File: src/design/vvb_pkg.sv
package vvb_pkg;

   localparam int MAX_POINTS_Y   = 128;
   localparam int MAX_POINTS_Z   = 128;
   localparam int POINTS_X_LIMIT = 1024;
   localparam int RSP_FIFO_DEPTH = 32;

   localparam logic [1:0] CSR_POINTS_X  = 2'd0;
   localparam logic [1:0] CSR_POINTS_Y  = 2'd1;
   localparam logic [1:0] CSR_POINTS_Z  = 2'd2;
   localparam logic [1:0] CSR_THRESHOLD = 2'd3;

   // one slot of the corner-sum chain: running sum plus the terms still to add
   typedef struct packed {
      logic               valid;
      logic signed [34:0] acc;
      logic [7:0][31:0]   terms;
   } sum_stage_type;

   typedef struct packed {
      logic [9:0]  cell_x;
      logic [6:0]  cell_y;
      logic [6:0]  cell_z;
      logic        is_void;
      logic        is_boundary;
      logic [24:0] void_count;
      logic [24:0] boundary_count;
      logic        last_cell;
   } rsp_item_type;

endpackage

File: src/design/vvb_sum_cell.sv
module vvb_sum_cell #(
   parameter int META_W = 1
) (
   input  logic                    clock,
   input  logic                    reset,
   input  vvb_pkg::sum_stage_type  stage_in,
   input  logic [META_W-1:0]       meta_in,
   output vvb_pkg::sum_stage_type  stage_out,
   output logic [META_W-1:0]       meta_out
);

   vvb_pkg::sum_stage_type stage_ff, stage_in_w;
   logic [META_W-1:0]      meta_ff;
   logic signed [34:0]     t0, t1;

   assign t0 = $signed({{3{stage_in.terms[0][31]}}, stage_in.terms[0]});
   assign t1 = $signed({{3{stage_in.terms[1][31]}}, stage_in.terms[1]});

   always_comb begin
      stage_in_w.valid = stage_in.valid;
      stage_in_w.acc   = stage_in.acc + t0 + t1;
      stage_in_w.terms = {64'd0, stage_in.terms[7:2]};
   end

   always_ff @(posedge clock) begin
      if (reset) begin
         stage_ff.valid <= 1'b0;
      end else begin
         stage_ff.valid <= stage_in_w.valid;
      end
      stage_ff.acc   <= stage_in_w.acc;
      stage_ff.terms <= stage_in_w.terms;
      meta_ff        <= meta_in;
   end

   assign stage_out = stage_ff;
   assign meta_out  = meta_ff;

endmodule

File: config.mk
export PLATFORM = sky130hd
export DESIGN_NAME = vvb_sum_cell
export DESIGN_NICKNAME = d
export VERILOG_FILES = /design/src/design/vvb_pkg.sv /design/src/design/vvb_sum_cell.sv
export SDC_FILE = /design/constraint.sdc
export NUM_CORES = 1
export LEC_CHECK = 0
export ABC_AREA = 0
export BUFFER_PORTS_ARGS = -buffer_cell sky130_fd_sc_hd__buf_4
export CAP_MARGIN = 5
export CORE_AREA = 2 2 229 231
export CTS_CLUSTER_SIZE = 25
export DETAILED_ROUTE_END_ITERATION = 10
export DIE_AREA = 0 0 231 233
export GPL_TIMING_DRIVEN = 0
export SYNTH_ARGS = -nofsm -noshare
export SYNTH_HDL_FRONTEND = slang
export SYNTH_SLANG_ARGS = --single-unit
File: constraint.sdc
create_clock -name clock -period 3.3 [get_ports clock]
set_clock_uncertainty 0.1 [all_clocks]
set_input_delay 0.165 -clock clock [delete_from_list [all_inputs] [get_ports clock]]
set_output_delay 0.165 -clock clock [all_outputs]
set_load 0.05 [all_outputs]
==> results of run 1 <==
kinds of logic (layout without fill, tap and decap cells):
kind of cell             Yosys count  after routing  share of synthesized area, %
AO/OA/AOI/OAI                    114            114                          9.25
XOR/XNOR                          29             29                          3.27
flip-flops                       229            229                          59.1
multiplexers                       1              1                         0.129
AND/OR/NAND/NOR                   93             93                          6.06
other                              1             70                        0.0483
adder cells (fa/ha/maj)           69             69                          14.5
buffers and inverters             91            866                          7.66
where the power goes:
| group | internal (mW) | switching [mW] |
|---|---|---|
| clock | 2.16 | 1.34 |
| combinational | 1.26 | 2.38 |
| sequential | 3.10 | 0.102 |
metrics by stage:
| stage | area [sq um] | utilization, % | cells | hold slack (ns) |
|---|---|---|---|---|
| CTS | 15800 | 30.9 | 2145 | 0.0599 |
| global route | 15800 | 31.0 | 2147 | 0.0846 |
| floorplan | 8000 | - | 690 | 0.0927 |
| finish | 15800 | 31.0 | 2151 | 0.0901 |
| global placement | 12800 | 25.0 | 1893 | 0.170 |
| detailed placement | 12800 | 25.0 | 1893 | 0.170 |
per-layer routing:
layer | vias to the layer above | GRT usage [%]
li1 | 3630 | -
met3 | 75 | 4.51
met5 | - | 0
met4 | 16 | 5.93
met2 | 381 | 27.5
met1 | 3565 | 16.9
registers in the layout, indices dropped and copies added, names as in the netlist:
signal     cells
stage_out    228
meta_out       1
how the worst max path moves through the flow:
stage | start | slack (ns) | endpoint | cells after the start
3_5_place_dp | stage_in[17] | -0.48 | stage_out[286]$_DFF_P_ | 11
2_1_floorplan | stage_in[1] | 0.35 | stage_out[287]$_DFF_P_ | 12
6_report | stage_in[1] | 0.17 | stage_out[287]$_DFF_P_ | 13
3_3_place_gp | stage_in[17] | -0.54 | stage_out[286]$_DFF_P_ | 11
4_1_cts | stage_in[1] | 0.11 | stage_out[287]$_DFF_P_ | 13
5_1_grt | stage_in[17] | 0.03 | stage_out[286]$_DFF_P_ | 11
cell usage in the layout, fill, tap and decap left out, drive strengths merged, types with 4 or more instances in the layout:
cell type,Yosys,routed
a21o,21,21
a21oi,42,42
a31oi,7,7
buf,70,593
bufinv,0,6
clkbuf,6,41
clkinv,0,8
conb,1,64
dfxtp,229,229
diode,0,6
dlygate4sd3,0,198
fa,35,35
ha,34,34
inv,15,19
nand2,28,28
nand2b,4,4
nand3,7,7
nand4,4,4
nor2,22,22
nor2b,4,4
nor3,9,9
nor4,5,5
o21ai,26,26
o21bai,5,5
xnor2,19,19
xor2,10,10
repair_timing:
item                                   in CTS  in global routing
setup endpoints to repair                   0                  2
buffers inserted                            0                  0
hold buffers                              198                  0
resized for setup                           0                  2
endpoints found under the hold margin     197                  0
cell usage after synthesis (6+ instances only):
master,instances
xnor2_1,19
a21oi_1,39
nand3_1,7
dfxtp_1,229
o21ai_0,18
clkbuf_1,6
nor3_1,7
nor2_1,22
ha_1,34
buf_4,66
o21ai_1,7
a21o_1,21
xor2_1,10
nand2_1,28
inv_1,15
fa_1,35
a31oi_1,6
layout make-up:
cell class	count	area (sq um)
antenna	6	15.0
buffer	76	538
clock buffer	35	778
clock inverter	19	278
fill	5256	35300
inverter	15	56.3
multi-input combinational	370	2830
sequential	229	4580
tap	680	851
timing repair buffer	721	5910
==> impl.org, run 1 <==
** Place
- Before CTS, the worst setup slack after placement is -0.483 ns.
- Placer's final routability congestion estimate :: 0.780
- HPWL reported at the end of detailed placement :: 35200 microns
- In this run the tool buffered the top-level ports with 523 buffer cells.

** Yosys
- Post-synthesis cell area :: 0.00776 sq mm
- Seq/Total Area, Yosys :: 59.1%
- Counting distinct cell types in the post-synthesis netlist gives 46.
- Post-synth EDFFs :: 0
- Among all flip-flop cells after synthesis, the most frequent one is dfxtp_1.
- Of all flip-flops after synthesis, the portion carrying an async set or reset was 0%.
- In this run, synthesis produced a sequential element count of 229.
- Dominant cells by area after synthesis :: dfxtp_1 59%, fa_1 9.0%, buf_4 6.4%
- Post-synthesis cell count :: 627
- Mean area per synthesized cell :: 12.4 sq um
- Summed over its instances, the top area cell type makes up 59.1% of the synthesized netlist area.
- The Yosys step of the flow raised 0 warnings.
- Yosys top cell by area :: dfxtp_1

** Pwr
- Across the VDD grid, the largest voltage drop is 0.000357 V.
- Pwr/cell area :: 653 mW/mm^2
- Leakage power total :: 7.54 nW
- Design Power :: 10.3 mW

** STA
- Relative max-transition margin :: 65.4%
- Total count of max-transition violations in the final report :: 0
- Achievable Freq :: 320 MHz
- Setup slack on the critical path of the routed design comes to 0.172 ns.
- For the final routed database, the setup TNS stands at 0 ns.
- Tmin final :: 3.13 ns
- Final worst-path cycle share :: 94.8%
- The final hold violation count came to 0.
- Unrepaired setup endpoints after global routing :: no
- Final number of setup-violating endpoints :: 0
- For the pin with the worst max-slew slack, the measured transition is 0.519 ns.

** Route
- The routed design has 43400 microns of wire.
- For this block, the initial DRC count from the detailed router was 256.
- Detailed-route wire length per cell :: 20.2 microns
- Met3 wire len :: 3650 microns
- WL met1 :: 16000 microns
- Length of routed met2 wiring :: 22000 microns
- Remaining design rule violation count :: 0
- The first detailed-routing pass took 4 iterations.
- Top Layer Used :: met5
- Post-route ant nets :: 0
- After detailed routing, the number of vias per cell comes to 3.56.
- The routed layout has 7667 vias.

** CTS
- Total number of H-tree levels :: 1
- Clock slew at the register clock pins of the worst setup and hold paths :: 0.06 ns
- The longest clock path from root to sink contains 3 buffers.
- TritonCTS built the clock tree.
- Root cell of the clock tree :: clkbuf_16
- CTS Buf Count :: 29
- Clock sink count :: 229

** Floorplanning
- For this configuration, the core starts out at a cell density of 15.2%.
- Standard-cell row count :: 83
- Die Width :: 231 microns
- Die Ht :: 233 microns
- Core ar. :: 0.0511 sq mm
- Die footprint :: 0.0538 sq mm
- # IOs :: 588

** Worst setup path
- Category of the worst setup path launch point :: input pin
- Data on the critical path arrives at its endpoint at 3.46 ns.
- The critical path is of the in -> reg type.
- The critical path goes through buf_4, fa_1, ha_1, inv_1, fa_1, nand2b_1, a21oi_2, o21bai_2, a31oi_4, o2111ai_2, a21oi_2, a31oi_1, or3_1.
- Slowest cell on the critical path :: fa_1
- Req. time, crit path :: 3.63 ns
- On the worst path, the slowest cell contributes a delay of 0.60 ns.
- The worst setup path is captured at a register.
- Worst Path Buf+Inv :: 2
- Along the worst path, the maximum fanout reaches 4.
- Dominant delay contributor by cell family on the critical path :: compound AO/OA/AOI/OAI gates

** Job
- Max-cap violations in this run came to 0.

** GRT
- Summed over all layers, the global routing overflow is 0.
- Pin count of the biggest net entering global routing :: 15
- Global routing used 15.3% of the available tracks.
- Vias in the first global route :: 7974
- The initial antenna violation count came to 15.
- Global-route wire length before repair :: 58300 microns

** Final layout
- After the last flow step, the layout net total stands at 1806.
- The area growth from synthesis to layout is 104%.
- Cells with a size suffix above 1 make up 44.8% of the layout.

** Worst hold path
- Hold path startpoint :: stage_in[260]
- The worst hold path passes through 4 cells.
- The min-delay analysis places its worst path in the category in -> reg.
- The worst hold path terminates at stage_out[261]$_DFF_P_.

** Outcome
- Result of the run :: completed
Note: power is estimated with default switching activity, not from simulation.
==> run 2: changes to the inputs <==
--- a/config.mk
+++ b/config.mk
@@ -8,11 +8,13 @@
 export ABC_AREA = 0
 export BUFFER_PORTS_ARGS = -buffer_cell sky130_fd_sc_hd__buf_4
 export CAP_MARGIN = 5
-export CORE_AREA = 2 2 229 231
+export CORE_AREA = 2 2 226 228
 export CTS_CLUSTER_SIZE = 25
 export DETAILED_ROUTE_END_ITERATION = 10
-export DIE_AREA = 0 0 231 233
+export DIE_AREA = 0 0 228 230
 export GPL_TIMING_DRIVEN = 0
+export PLACE_DENSITY = 0.45
+export REMOVE_ABC_BUFFERS = 1
 export SYNTH_ARGS = -nofsm -noshare
 export SYNTH_HDL_FRONTEND = slang
 export SYNTH_SLANG_ARGS = --single-unit
==> run 2 against run 1 <==
Sequential power hardly changed; largest cell class unchanged; design area is 3.9% lower; sequential cell count stayed put; routed wire length is 17% lower.
==> impl.org, run 2 (synthesized netlist as in run 1, its figures left out) <==
** Outcome
- Result of the run :: completed

** Worst setup path
- The most numerous cell type found on the critical path is fa_1.
- The worst setup path is captured at a register.
- Worst path cell trace :: buf_4, fa_1, ha_1, inv_1, fa_1, nand2b_1, a21oi_2, o21bai_2, a31oi_2, o2111ai_2, a21oi_4, a31oi_1, or3_1
- Classification of the worst setup path :: in -> reg
- Slowest cell on the critical path :: fa_1
- Worst stage delay on the critical path :: 0.54 ns
- The critical path contains buffers and inverters numbering 2 combined.
- Category of the worst setup path launch point :: input pin
- Req. time, crit path :: 3.62 ns
- The cell family contributing the most delay on the critical path is compound AO/OA/AOI/OAI gates.
- Of all nets on the critical path, the largest fanout is 4.
- Arrival time at the worst endpoint :: 3.43 ns

** Worst hold path
- Min-Delay Endpoint :: stage_out[261]$_DFF_P_
- Hold path startpoint :: stage_in[260]
- The min-delay analysis places its worst path in the category in -> reg.
- Along the worst hold path, the cell count comes to 4.

** CTS
- Clock sink count :: 229
- CTS Buf Count :: 28
- Clock tree from TritonCTS :: built
- Bufs on Longest Clock Path :: 3
- After clock tree synthesis, the clock-pin slew on the worst setup and hold paths is 0.05 ns.
- In this run the number of H-tree levels came out at 1.
- The cell sitting at the root of the clock tree is a clkbuf_16.
- The number of setup buffers added after CTS is 0.

** Floorplanning
- The die covers 0.0524 sq mm.
- The initialized floorplan defines 82 standard-cell rows.
- Core ar. :: 0.0499 sq mm
- During I/O placement, the number of pins put on the boundary was 588.
- Initial Util :: 15.6%
- The floorplan step set the die height to 230 microns.
- The floorplan step set the die width to 228 microns.

** STA
- The final-report max-slew violation count was 0.
- Setup violations remaining at the end of the flow were counted as 0.
- Tmin final :: 3.11 ns
- The final hold violation count is 0.
- Achievable Freq :: 321 MHz
- Unrepaired setup endpoints after global routing :: no
- Final worst-path cycle share :: 94.3%

** Final layout
- Leading cell types in the layout, fill and taps excluded :: 523 x buf_4, 229 x dfxtp_1, 198 x dlygate4sd3_1, 64 x conb_1, 39 x a21oi_1
- The count of cells in the finished layout, fillers not included, comes to 2062.
- Relative to the synthesized area, the layout overhead comes to 96.0%.
- The library cell used most frequently in the layout, excluding fill and tap cells, is buf_4.
- In the final layout, the share of cells above drive strength 1 is 41.7%.
- Number of nets in the layout :: 1729
- Largest register FFs :: 228

** Route
- Remaining design rule violation count :: 0
- Ratio of routed vias to standard cells :: 3.51
- In this run, the number of DRC markers left after iteration 0 of detailed routing was 150.
- Before antenna repair, the detailed router went through 4 iterations.
- The count of nets left with antenna violations once routing finished came out at 0.
- Total Wirelength :: 36200 microns
- The final route contains 7242 vias.
- After detailed routing, the average wire length per cell comes to 17.6 microns.

** GRT
- The via count of the first global-routing pass was 7741.
- The initial antenna violation count was 6.
- Total gr overflow :: 0
- Global-route wire length before repair :: 51700 microns
- Total global routing track utilization :: 13.2%
- Entering global routing, the biggest net connects 14 pins.

** Place
- Total placed cells including tap cells :: 1809
- Placer's final routability congestion estimate :: 0.847
- The HPWL after detailed placement is 28800 microns.
- Input/output buffers :: 523

** Job
- The tool flagged a number of max-cap violations equal to 0.

** Pwr
- Design Power :: 10.0 mW
- In this run the power density over the cells is 658 mW/mm^2.
- The analysis attributes to cell leakage a power of 7.11 nW.
- Across the VDD grid, the largest voltage drop is 0.000263 V.
==> run 2: worst min-delay path, cell delays in order <==
cell,delay (ns)
buf_4,0.08
fa_1,0.15
ha_1,0.20
xnor2_1,0.09
==> run 2: cell type report <==
type	instances	area, sq um
clock inverter	14	211
multi-input combinational	370	2830
timing repair buffer	721	5910
antenna	3	7.51
sequential	229	4580
clock buffer	38	779
tap	672	841
fill	5116	34600
inverter	15	56.3
==> run 2: repair_timing <==
item	in CTS	in global routing
hold buffers	198	0
setup endpoints to repair	0	1
resized for setup	0	1
endpoints found under the hold margin	197	0
==> run 2: layer usage <==
layer	routed length, microns	part of all wire [%]	vias to the layer above	track usage, %
met1	13300	37	3406	14.2
met2	19300	53	312	24.9
met5	41	0.11	-	0
li1	-	-	3469	-
met3	2660	7.3	49	3.98
met4	896	2.5	6	4.08
==> run 2: worst max path at each step <==
| stage | from | endpoint | slack (ns) | cells after the start |
|---|---|---|---|---|
| global route | stage_in[1] | stage_out[287]$_DFF_P_ | 0.006 | 13 |
| detailed placement | stage_in[1] | stage_out[287]$_DFF_P_ | -0.42 | 13 |
| finish | stage_in[1] | stage_out[287]$_DFF_P_ | 0.19 | 13 |
| floorplan | stage_in[1] | stage_out[287]$_DFF_P_ | 0.34 | 12 |
| global placement | stage_in[1] | stage_out[287]$_DFF_P_ | -0.43 | 13 |
| CTS | stage_in[1] | stage_out[287]$_DFF_P_ | 0.16 | 13 |
==> run 2: report_power, final <==
group / switching, mW / internal, mW / leakage, nW
logic: 2.30 / 1.20 / 4.71
clock network: 1.25 / 2.05 / 0.467
registers: 0.102 / 3.10 / 1.93
total: 3.65 / 6.35 / 7.11
==> run 2: through the flow <==
step	area, sq um	TNS [ns]	worst slack [ns]	utilization (%)	hold slack, ns
floorplan	7460	0	0.342	-	0.0927
global placement	12200	-1.06	-0.434	24.5	0.170
detailed placement	12200	-0.994	-0.418	24.5	0.171
CTS	15200	0	0.164	30.5	0.0608
global route	15200	0	0.00568	30.5	0.103
finish	15200	0	0.187	30.5	0.0990
